==> config.mk <==
export PLATFORM = sky130hd
export DESIGN_NAME = lmd_out_seq
export DESIGN_NICKNAME = d
export VERILOG_FILES = /design/src/rtl/lmd_pkg.sv /design/src/rtl/lmd_out_seq.sv
export SDC_FILE = /design/constraint.sdc
export NUM_CORES = 1
export LEC_CHECK = 0
export CAP_MARGIN = 20
export CORE_UTILIZATION = 28
export CTS_BUF_LIST = sky130_fd_sc_hd__clkbuf_4 sky130_fd_sc_hd__clkbuf_8 sky130_fd_sc_hd__clkbuf_16
export DETAILED_ROUTE_END_ITERATION = 6
export DONT_BUFFER_PORTS = 1
export MAX_ROUTING_LAYER = met4
export PLACE_DENSITY_LB_ADDON = 0.15
export SKIP_LAST_GASP = 1
export SLEW_MARGIN = 30
export SYNTH_ARGS = -nofsm -noshare
export SYNTH_HDL_FRONTEND = slang
export SYNTH_SLANG_ARGS = --single-unit
==> constraint.sdc <==
create_clock -name clk_i -period 2.62 [get_ports clk_i]
set_input_delay 0.524 -clock clk_i [delete_from_list [all_inputs] [get_ports clk_i]]
set_output_delay 0.524 -clock clk_i [all_outputs]
set_load 0.01 [all_outputs]
==> src/rtl/lmd_pkg.sv <==
// Shared constants and types of the 3x3 local maximum detector.
// Used by every module in rtl/; depends on nothing else.
package lmd_pkg;

  localparam int MAX_WIDTH_DEF  = 1024;
  localparam int PIXEL_BITS_DEF = 16;
  localparam int MAX_HEIGHT     = 4096;

  localparam int ROW_W      = 12;
  localparam int OUT_COL_W  = 10;
  localparam int IMG_W_BITS = 11;
  localparam int IMG_H_BITS = 13;
  localparam int CFG_IDX_W  = 2;
  localparam int CFG_DATA_W = 13;

  localparam int NUM_CAND = 4;
  localparam int CAND_UL  = 0;
  localparam int CAND_UR  = 1;
  localparam int CAND_LL  = 2;
  localparam int CAND_LR  = 3;

  typedef enum logic [CFG_IDX_W-1:0] {
    REG_IMAGE_WIDTH  = 2'd0,
    REG_IMAGE_HEIGHT = 2'd1,
    REG_BORDER_MODE  = 2'd2
  } cfg_reg_e;

  typedef struct packed {
    logic full;
    logic r1;
    logic r2;
    logic rlast;
    logic c1;
    logic c2;
    logic clast;
  } pos_flags_t;

endpackage

==> src/rtl/lmd_out_seq.sv <==
// Result register holding the verdicts of one pixel; sends its reports in
// raster order, one word per cycle while out_ready_i is high; uses lmd_pkg.
module lmd_out_seq #(
  parameter int PB    = lmd_pkg::PIXEL_BITS_DEF,
  parameter int COL_W = $clog2(lmd_pkg::MAX_WIDTH_DEF)
) (
  input  logic                          clk_i,
  input  logic                          rst_ni,
  input  logic                          load_i,
  input  logic [lmd_pkg::NUM_CAND-1:0]  mask_i,
  input  logic signed [PB-1:0]          value_i [lmd_pkg::NUM_CAND],
  input  logic [lmd_pkg::ROW_W-1:0]     row_i,
  input  logic [COL_W-1:0]              col_i,
  output logic                          ready_o,
  output logic                          valid_o,
  input  logic                          out_ready_i,
  output logic [lmd_pkg::ROW_W-1:0]     peak_row_o,
  output logic [lmd_pkg::OUT_COL_W-1:0] peak_col_o,
  output logic signed [PB-1:0]          peak_value_o,
  output logic                          last_o
);
  import lmd_pkg::*;

  logic [NUM_CAND-1:0] pend_q, pend_d, sel, rest;
  logic signed [PB-1:0] val_q [NUM_CAND];
  logic [ROW_W-1:0]    row_q;
  logic [COL_W-1:0]    col_q;
  logic [COL_W-1:0]    col_sel;

  assign sel     = pend_q & (~pend_q + NUM_CAND'(1));
  assign rest    = pend_q & ~sel;
  assign valid_o = |pend_q;
  assign last_o  = (rest == '0);
  assign ready_o = !valid_o || (last_o && out_ready_i);

  always_comb begin
    pend_d = pend_q;
    if (load_i) begin
      pend_d = mask_i;
    end else if (valid_o && out_ready_i) begin
      pend_d = rest;
    end
  end

  always_ff @(posedge clk_i or negedge rst_ni) begin
    if (!rst_ni) begin
      pend_q <= '0;
    end else begin
      pend_q <= pend_d;
    end
  end

  always_ff @(posedge clk_i) begin
    if (load_i) begin
      val_q <= value_i;
      row_q <= row_i;
      col_q <= col_i;
    end
  end

  always_comb begin
    peak_value_o = val_q[CAND_UL];
    for (int k = 0; k < NUM_CAND; k++) begin
      if (sel[k]) begin
        peak_value_o = val_q[k];
      end
    end
    peak_row_o = (sel[CAND_LL] | sel[CAND_LR]) ? row_q : row_q - ROW_W'(1);
    col_sel    = (sel[CAND_UR] | sel[CAND_LR]) ? col_q : col_q - COL_W'(1);
    peak_col_o = OUT_COL_W'(col_sel);
  end

endmodule

==> out/metrics.csv <==
metric,value,unit
start_kind,flop,
first_pass_iters,4,
clkTransAtPathRegs,0.07,ns
leakage,1.53,nW
worst_slew_pin_slew,0.417,ns
async_flop_share,4.44,%
tritoncts,yes,
critical_path_required,2.10,ns
area.growth.synth_to_final,18.1,%
tns,0,ns
worst_setup_path_end_kind,output pin,
power,3.44,mW
ir_drop,0.000382,V
yosysUniqueCellTypes,39,
drc,0,
vias_per_cell,4.69,
drt_iter0_markers,137,
postPlaceCellArea,0.00410,mm2
power_per_cell_area,774,mW/mm2
hold_viol_final,0,
start_util,29.2,%
ys_ff_latch,90,
synthFlopType,edfxtp_1,
layout_min_cycle_time,2.51,ns
synth.top_cell.area_share,68.7,%
switchingPower,804,uW
hpwl,5.85,mm
rsz0062_at_grt,true,
drive_above_1_share,16.4,%
fin_skew,0.000144,ns
grt_pass1_vias,2245,
grtUsageTotal,13.3,%
p_int,2.64,mW
status,completed,
multiInputGateArea,0.00101,mm2
drtAntennaViolNets,0,
synthTopCellsByArea,"edfxtp_1 (69%), a2bb2oi_1 (3.3%), o21ai_0 (3.2%), dfrtp_1 (2.7%), o22ai_1 (2.7%)",
post-synth-top-area-cell,edfxtp_1,
die-area,0.0139,mm2
syn_inst,276,
design_area,0.00444,mm2
power_frac_seq,51.2,%
clkLatencyLatePin,0.34,ns
clkPwrFrac,37.3,%
holdCritPathClass,in2reg,
vias,2236,
ctsLongestPathBuffers,2,
relSlewSlack,72.0,%
synth_warnings,0,
clock_sinks,90,
cts_root_buf,clkbuf_16,
synth_edf_count,86,
drt-total-wl,8.72,mm
die_h,118,um
rows,41,
placeableCoreArea,0.0129,mm2
grt_antenna_before_repair,1,
timing.critical_path.fanout_max,4,
crit_type,reg2out,
drv_slew,0,
worstPathArrival,1.98,ns
gp_congestion,0.754,
fmax,0.399,GHz
ios,135,
maxCapViolations,0,
synth.cell_area,0.00376,mm2
setup_viol_count_final,0,
regArea,0.00268,mm2
nets,395,
grt_pass1_wl,13.2,mm
avgSynthCellArea,13.6,um2
p_sw_share,23.4,%
finalCritPeriodShare,95.6,%
wire_per_inst,18.3,um
grt-ovfl-total,0,
comb_power_share,11.5,%
htreeDepth,3,
ys_seq_area_share,71.3,%
dieWidth,118,um
synthesis.nets,372,
cts_made_buffers,9,
grt_max_degree,95,
fillers,1265,
portBuffers,0,
logic make-up after synthesis:
logic type	after synthesis	synth area share, %
AO/OA/AOI/OAI	63	10.9
XOR/XNOR	20	4.66
adder cells (fa/ha/maj)	3	0.931
flip-flops	90	71.3
AND/OR/NAND/NOR	79	10.0
buffers and inverters	21	2.20
metal layers:
metal  wire length [um]  GRT usage [%]  up-vias
met2               4020           19.5       90
li1                   -              -     1080
met4                104           4.33        0
met1               3890           15.7     1059
met3                708           6.73        7
met5                  0              -        -
flip-flops by register name, summed over array words and instances (netlist names):
name	cells
col_q	10
row_q	12
pend_q	4
val_q	64
cell usage after synthesis (4+ instances only):
cell	number
nand2_1	25
o22ai_1	16
clkbuf_1	11
a2bb2oi_1	14
nor2_1	26
o21ai_0	24
inv_1	5
xor2_1	11
xnor2_1	9
nor3_1	7
edfxtp_1	86
dfrtp_1	4
through the flow:
step / utilization [%] / hold WS [ns] / instances / worst slack (ns)
after floorplan: - / 0.228 / 276 / 0.468
after global placement: 31.9 / 0.229 / 458 / 0.427
after detailed placement: 31.9 / 0.229 / 458 / 0.399
after CTS: 34.2 / 0.252 / 475 / 0.0204
after global routing: 34.5 / 0.246 / 477 / -0.00820
final: 34.5 / 0.272 / 477 / 0.115
worst paths after layout:
path                              from            end  slack, ns  cells past startpoint
min in group asynchronous       rst_ni      pend_q[3]       0.47                      1
max                           col_q[4]  peak_col_o[8]       0.11                      4
max in group asynchronous       rst_ni      pend_q[2]       1.95                      1
min reg2reg                  pend_q[3]      pend_q[3]       0.72                      2
max reg2reg                  pend_q[0]      pend_q[3]       1.28                      5
min                        value_i[62]      val_q[62]       0.27                      0
critical path: stages (launching register included):
cell and delay, ns:
edfxtp_1 0.40, or3_4 0.42, or4_4 0.45, nor2_1 0.13
xor2_1 0.25
layout make-up:
class                           instances  area share, %
Timing Repair Buffer                   27           4.70
Antenna cell                            1         0.0563
Multi-Input combinational cell        165           22.8
Clock buffer                           11           5.41
Tap cell                              172           4.84
Clock inverter                          5           1.24
Inverter                                6          0.507
Sequential cell                        90           60.4
power by group through the flow:
stage          Clock [mW]  Sequential (mW)  Combinational, mW
2_1_floorplan           0             1.77              0.260
3_3_place_gp            0             1.79              0.395
3_5_place_dp            0             1.79              0.395
4_1_cts              1.33             1.76              0.399
5_1_grt              1.39             1.77              0.436
6_report             1.28             1.76              0.395
layout by cell type, fill, tap and decap left out, types with 5 or more instances in the layout:
cell type,netlist,final
xor2_1,11,10
nor3_1,7,6
clkbuf_16,0,9
a2bb2oi_1,14,14
edfxtp_1,86,86
xnor2_1,9,9
inv_1,5,5
nor2_1,26,26
nand2_1,25,25
o22ai_1,16,16
o21ai_0,24,24
buf_4,0,25
repair_timing:
action / CTS / global route
hold endpoints to repair: 4 / 0
gates resized for setup: 0 / 5
setup endpoints to repair: 0 / 13
hold buffers: 1 / 0
buffers inserted: 0 / 1
No activity file was read; power rests on OpenSTA's default activity.
