==> src/rtl/lmd_pkg.sv <==
// Shared constants and types of the 3x3 local maximum detector.
// Used by every module in rtl/; depends on nothing else.
package lmd_pkg;

  localparam int MAX_WIDTH_DEF  = 1024;
  localparam int PIXEL_BITS_DEF = 16;
  localparam int MAX_HEIGHT     = 4096;

  localparam int ROW_W      = 12;
  localparam int OUT_COL_W  = 10;
  localparam int IMG_W_BITS = 11;
  localparam int IMG_H_BITS = 13;
  localparam int CFG_IDX_W  = 2;
  localparam int CFG_DATA_W = 13;

  localparam int NUM_CAND = 4;
  localparam int CAND_UL  = 0;
  localparam int CAND_UR  = 1;
  localparam int CAND_LL  = 2;
  localparam int CAND_LR  = 3;

  typedef enum logic [CFG_IDX_W-1:0] {
    REG_IMAGE_WIDTH  = 2'd0,
    REG_IMAGE_HEIGHT = 2'd1,
    REG_BORDER_MODE  = 2'd2
  } cfg_reg_e;

  typedef struct packed {
    logic full;
    logic r1;
    logic r2;
    logic rlast;
    logic c1;
    logic c2;
    logic clast;
  } pos_flags_t;

endpackage

==> src/rtl/lmd_peak_eval.sv <==
// 3x3 window registers and the strict maximum tests of the four candidates.
// Uses lmd_pkg for the position flags and candidate numbering.
module lmd_peak_eval #(
  parameter int PB = lmd_pkg::PIXEL_BITS_DEF
) (
  input  logic                        clk_i,
  input  logic                        rst_ni,
  input  logic                        shift_i,
  input  logic signed [PB-1:0]        top_i,
  input  logic signed [PB-1:0]        mid_i,
  input  logic signed [PB-1:0]        bot_i,
  input  lmd_pkg::pos_flags_t         flags_i,
  output logic [lmd_pkg::NUM_CAND-1:0] mask_o,
  output logic signed [PB-1:0]        value_o [lmd_pkg::NUM_CAND]
);
  import lmd_pkg::*;

  localparam int CAND_R [NUM_CAND] = '{1, 1, 2, 2};
  localparam int CAND_C [NUM_CAND] = '{1, 2, 1, 2};

  logic signed [PB-1:0] win_q [3][3];
  logic signed [PB-1:0] win_d [3][3];
  logic signed [PB-1:0] pad   [4][4];
  logic [NUM_CAND-1:0]  en, up, dn, lf, rt, ok;

  always_comb begin
    for (int r = 0; r < 3; r++) begin
      win_d[r][0] = win_q[r][1];
      win_d[r][1] = win_q[r][2];
    end
    win_d[0][2] = top_i;
    win_d[1][2] = mid_i;
    win_d[2][2] = bot_i;
  end

  always_ff @(posedge clk_i or negedge rst_ni) begin
    if (!rst_ni) begin
      for (int r = 0; r < 3; r++) begin
        for (int c = 0; c < 3; c++) begin
          win_q[r][c] <= '0;
        end
      end
    end else if (shift_i) begin
      win_q <= win_d;
    end
  end

  always_comb begin
    for (int r = 0; r < 4; r++) begin
      for (int c = 0; c < 4; c++) begin
        pad[r][c] = '0;
      end
    end
    for (int r = 0; r < 3; r++) begin
      for (int c = 0; c < 3; c++) begin
        pad[r][c] = win_d[r][c];
      end
    end
  end

  always_comb begin
    en[CAND_UL] = flags_i.r1 & flags_i.c1;
    up[CAND_UL] = flags_i.r2;
    dn[CAND_UL] = 1'b1;
    lf[CAND_UL] = flags_i.c2;
    rt[CAND_UL] = 1'b1;
    en[CAND_UR] = flags_i.r1 & flags_i.clast;
    up[CAND_UR] = flags_i.r2;
    dn[CAND_UR] = 1'b1;
    lf[CAND_UR] = flags_i.c1;
    rt[CAND_UR] = 1'b0;
    en[CAND_LL] = flags_i.rlast & flags_i.c1;
    up[CAND_LL] = flags_i.r1;
    dn[CAND_LL] = 1'b0;
    lf[CAND_LL] = flags_i.c2;
    rt[CAND_LL] = 1'b1;
    en[CAND_LR] = flags_i.rlast & flags_i.clast;
    up[CAND_LR] = flags_i.r1;
    dn[CAND_LR] = 1'b0;
    lf[CAND_LR] = flags_i.c1;
    rt[CAND_LR] = 1'b0;
  end

  always_comb begin
    for (int k = 0; k < NUM_CAND; k++) begin
      ok[k] = 1'b1;
      for (int dy = 0; dy < 3; dy++) begin
        for (int dx = 0; dx < 3; dx++) begin
          if (!(dy == 1 && dx == 1) &&
              (dy == 0 ? up[k] : (dy == 2 ? dn[k] : 1'b1)) &&
              (dx == 0 ? lf[k] : (dx == 2 ? rt[k] : 1'b1))) begin
            if (!(pad[CAND_R[k] + dy - 1][CAND_C[k] + dx - 1] <
                  pad[CAND_R[k]][CAND_C[k]])) begin
              ok[k] = 1'b0;
            end
          end
        end
      end
      mask_o[k]  = en[k] & ok[k] &
                   (!flags_i.full | (up[k] & dn[k] & lf[k] & rt[k]));
      value_o[k] = pad[CAND_R[k]][CAND_C[k]];
    end
  end

endmodule

==> config.mk <==
export PLATFORM = sky130hd
export DESIGN_NAME = lmd_peak_eval
export DESIGN_NICKNAME = d
export VERILOG_FILES = /design/src/rtl/lmd_pkg.sv /design/src/rtl/lmd_peak_eval.sv
export SDC_FILE = /design/constraint.sdc
export NUM_CORES = 1
export LEC_CHECK = 0
export BUFFER_PORTS_ARGS = -buffer_cell sky130_fd_sc_hd__buf_2
export CAP_MARGIN = 20
export CORE_AREA = 2 2 141 212
export DETAILED_ROUTE_END_ITERATION = 12
export DIE_AREA = 0 0 143 214
export GPL_TIMING_DRIVEN = 0
export PLACE_DENSITY_LB_ADDON = 0.3
export SYNTH_ARGS = -nofsm -noshare
export SYNTH_HDL_FRONTEND = slang
export SYNTH_SLANG_ARGS = --single-unit
==> constraint.sdc <==
create_clock -name clk_i -period 3.7 [get_ports clk_i]
set_input_delay 0.74 -clock clk_i [delete_from_list [all_inputs] [get_ports clk_i]]
set_output_delay 0.74 -clock clk_i [all_outputs]
set_load 0.02 [all_outputs]
==> results.ini <==
[final_layout]
drive_gt1_share_pct = 37.4
antennaDiodeCount = 0
fin_nets = 1472
syn2layout_area_growth_pct = 29.3

[timing]
slew_viol_final = 0
rsz0062_at_grt = yes
finalCritPeriodShare_pct = 102
period_needed_ns = 3.78
setup_slack_ns = -0.0808
tns_ns = -0.198
hold_viol = 0
setup_violations = 3
max_slew_margin_pct = 40.4
tightest_slew_ns = 0.894
fin_skew_ns = 0.00645
fmax_mhz = 264

[grt]
grt_overflow = 0
use_met1_pct = 22.4
grt_pass1_wl_mm = 47.9
grtUsageMet2_pct = 37.4
grt.busiest_layer = met2
first_global_vias = 8325
grt.total_usage_pct = 21.1
antenna_found_initial = 0
use_met3_pct = 2.91
grt_max_degree = 57

[cts]
clk_pin_slew_ns = 0.07
ctsRootBufferMaster = clkbuf_16
cts_made_buffers = 9
cts.sink_count = 96
h-tree-depth = 3
cts_tree = done
cts_max_path_buffers = 2
clk_latency_ns = 0.39

[route]
first_pass_iters = 4
vias = 8213
wl_per_cell_um = 20.1
drc_errors = 0
drt_iter0_markers = 368
ant_nets = 0
wl_mm = 31.7
drt-vias-per-instance = 5.20

[setup_path]
path_buf_inv = 3
cp_top_family = compound AO/OA/AOI/OAI gates
crit_cells = 10
cp.arrival_ns = 3.04
slowest_stage = dfrtp_2
critPathKind = reg -> out
startpoint_type = flop
end_kind = output pin
cp.required_ns = 2.96
crit_chain = clkinvlp_4 > buf_4 > ha_1 > a21o_1 > a2111oi_1 > o21ai_0 > o21ai_1 > o22ai_2 > nor4_4 > buf_4
reg2regPathDepth = 2
critPathMaxStageDelay_ns = 0.49
cpMostUsedCell = buf_4
cp_max_fo = 6

[synthesis]
synth.avg_cell_area_um2 = 9.55
synth_cell_types = 51
synthCells = 979
async_flop_share_pct = 100
seq_area_frac_synth_pct = 25.7
synth_top_cell_by_area = ha_1
ys_ff_latch = 96
yosysWarningCount = 0
synthTopCellsByCount = ha_1, dfrtp_1, inv_1
syn_nets = 1268
synth_area_leaders = ha_1, dfrtp_1, mux2_2
yosys.area.top_type_share_pct = 30.9
netlist_area_mm2 = 0.00935
yosysMostFrequentCell = ha_1
synthFlopType = dfrtp_1
synth-edff-count = 0

[die]
fp.dieH_um = 214
die_w_um = 143
initial_utilization_pct = 32.7
ios = 126
rows = 76
coreArea_mm2 = 0.0286
fp.dieArea_mm2 = 0.0306

[run_status]
status = complete, but fails checks
failed_checks = setup timing

[placed_design]
place_congestion = 0.970
dpl.hpwl_mm = 25.2
post-place-ws_ns = -0.511
port_buffers = 124

[pwr]
ir_drop_v = 0.000242
p_leak_uw = 0.00569
power.density_mw_per_mm2 = 342

[run]
cap_violations = 0

[worst_hold_path]
worstHoldPathType = in -> async

==> registers in the layout, summed over array words and instances (netlist names) <==
register / count
pad: 64
value_o: 32
==> stage by stage <==
step                instance area, um2  power, uW  utilization (%)  cells  hold WS, ns
floorplan                         9350       2270                -    979        0.444
global placement                 10500       2720             36.5   1493        0.485
detailed placement               10500       2760             36.6   1494        0.494
CTS                              11900       4120             41.6   1573        0.357
global route                     12100       4410             42.2   1578        0.383
finish                           12100       4130             42.2   1578        0.348
==> cells by family (layout without fill, tap and decap cells) <==
family / Yosys count / in the layout / synth area share, %
adders and majority gates: 231 / 231 / 30.9
and+or+nand+nor: 206 / 206 / 11.5
DFF: 96 / 96 / 25.7
buffers and inverters: 152 / 361 / 8.67
AOI/OAI and AO/OA: 226 / 226 / 15.0
muxes: 68 / 68 / 8.22
==> repair_timing <==
action                     4_1_cts  5_1_grt
setup endpoints to repair        4        4
gates resized for setup        129       29
pin swaps                       26       11
setup buffers                   63        5
hold endpoints to repair         0        0
hold buffers                     0        0
==> layout by cell type, fill, tap and decap left out, types with 3 or more instances in the layout <==
cell | Yosys | layout
a211oi_1 | 11 | 9
a21o_1 | 24 | 24
a21oi_1 | 65 | 59
a21oi_2 | 0 | 6
a31oi_1 | 3 | 3
a41oi_1 | 3 | 3
and4_1 | 4 | 3
buf_12 | 0 | 3
buf_2 | 0 | 106
buf_4 | 64 | 128
buf_6 | 0 | 17
bufinv_16 | 0 | 3
clkbuf_1 | 13 | 14
clkbuf_16 | 0 | 9
clkinvlp_4 | 0 | 26
dfrtp_1 | 96 | 81
dfrtp_2 | 0 | 15
ha_1 | 231 | 209
ha_4 | 0 | 22
inv_1 | 74 | 35
inv_2 | 0 | 12
mux2_2 | 66 | 65
nand2_1 | 59 | 59
nand2b_1 | 11 | 10
nand3_1 | 21 | 21
nand4_1 | 32 | 32
nor2_1 | 28 | 28
nor2b_1 | 15 | 15
nor3_1 | 11 | 11
nor3b_1 | 3 | 3
o2111ai_1 | 7 | 7
o211ai_1 | 8 | 8
o21a_1 | 8 | 8
o21ai_0 | 72 | 68
==> cell type report <==
type | count | area, um2
Buffer | 78 | 533
Clock buffer | 11 | 243
Clock inverter | 5 | 104
Fill cell | 2788 | 16500
Inverter | 74 | 378
Multi-Input combinational cell | 731 | 6600
Sequential cell | 96 | 2420
Tap cell | 390 | 488
Timing Repair Buffer | 193 | 1320
==> routing by layer <==
| metal | up-vias | share of wire (%) |
|---|---|---|
| met4 | 0 | 8.0 |
| met3 | 88 | 3.4 |
| li1 | 3994 | - |
| met1 | 3896 | 37 |
| met2 | 235 | 52 |
| met5 | - | 0 |
==> where the power goes <==
| part | internal, uW | switching (uW) | total, uW |
|---|---|---|---|
| sequential | 1180 | 140 | 1320 |
| combinational | 776 | 904 | 1680 |
| clock | 679 | 460 | 1140 |
| total | 2630 | 1500 | 4130 |
==> worst paths after layout <==
path	from	slack, ns	endpoint
worst max-delay path	value_o[58]$_DFFE_PN0P_	-0.08	mask_o[0]
worst min-delay path	rst_ni	0.35	value_o[20]$_DFFE_PN0P_
worst max register to register	value_o[51]$_DFFE_PN0P_	2.54	value_o[51]$_DFFE_PN0P_
worst min register to register	pad[240]$_DFFE_PN0P_	0.51	pad[240]$_DFFE_PN0P_
max in group asynchronous	rst_ni	2.62	value_o[63]$_DFFE_PN0P_
min in group clk_i	pad[240]$_DFFE_PN0P_	0.51	pad[240]$_DFFE_PN0P_
No activity file was read; power rests on OpenSTA's default activity.
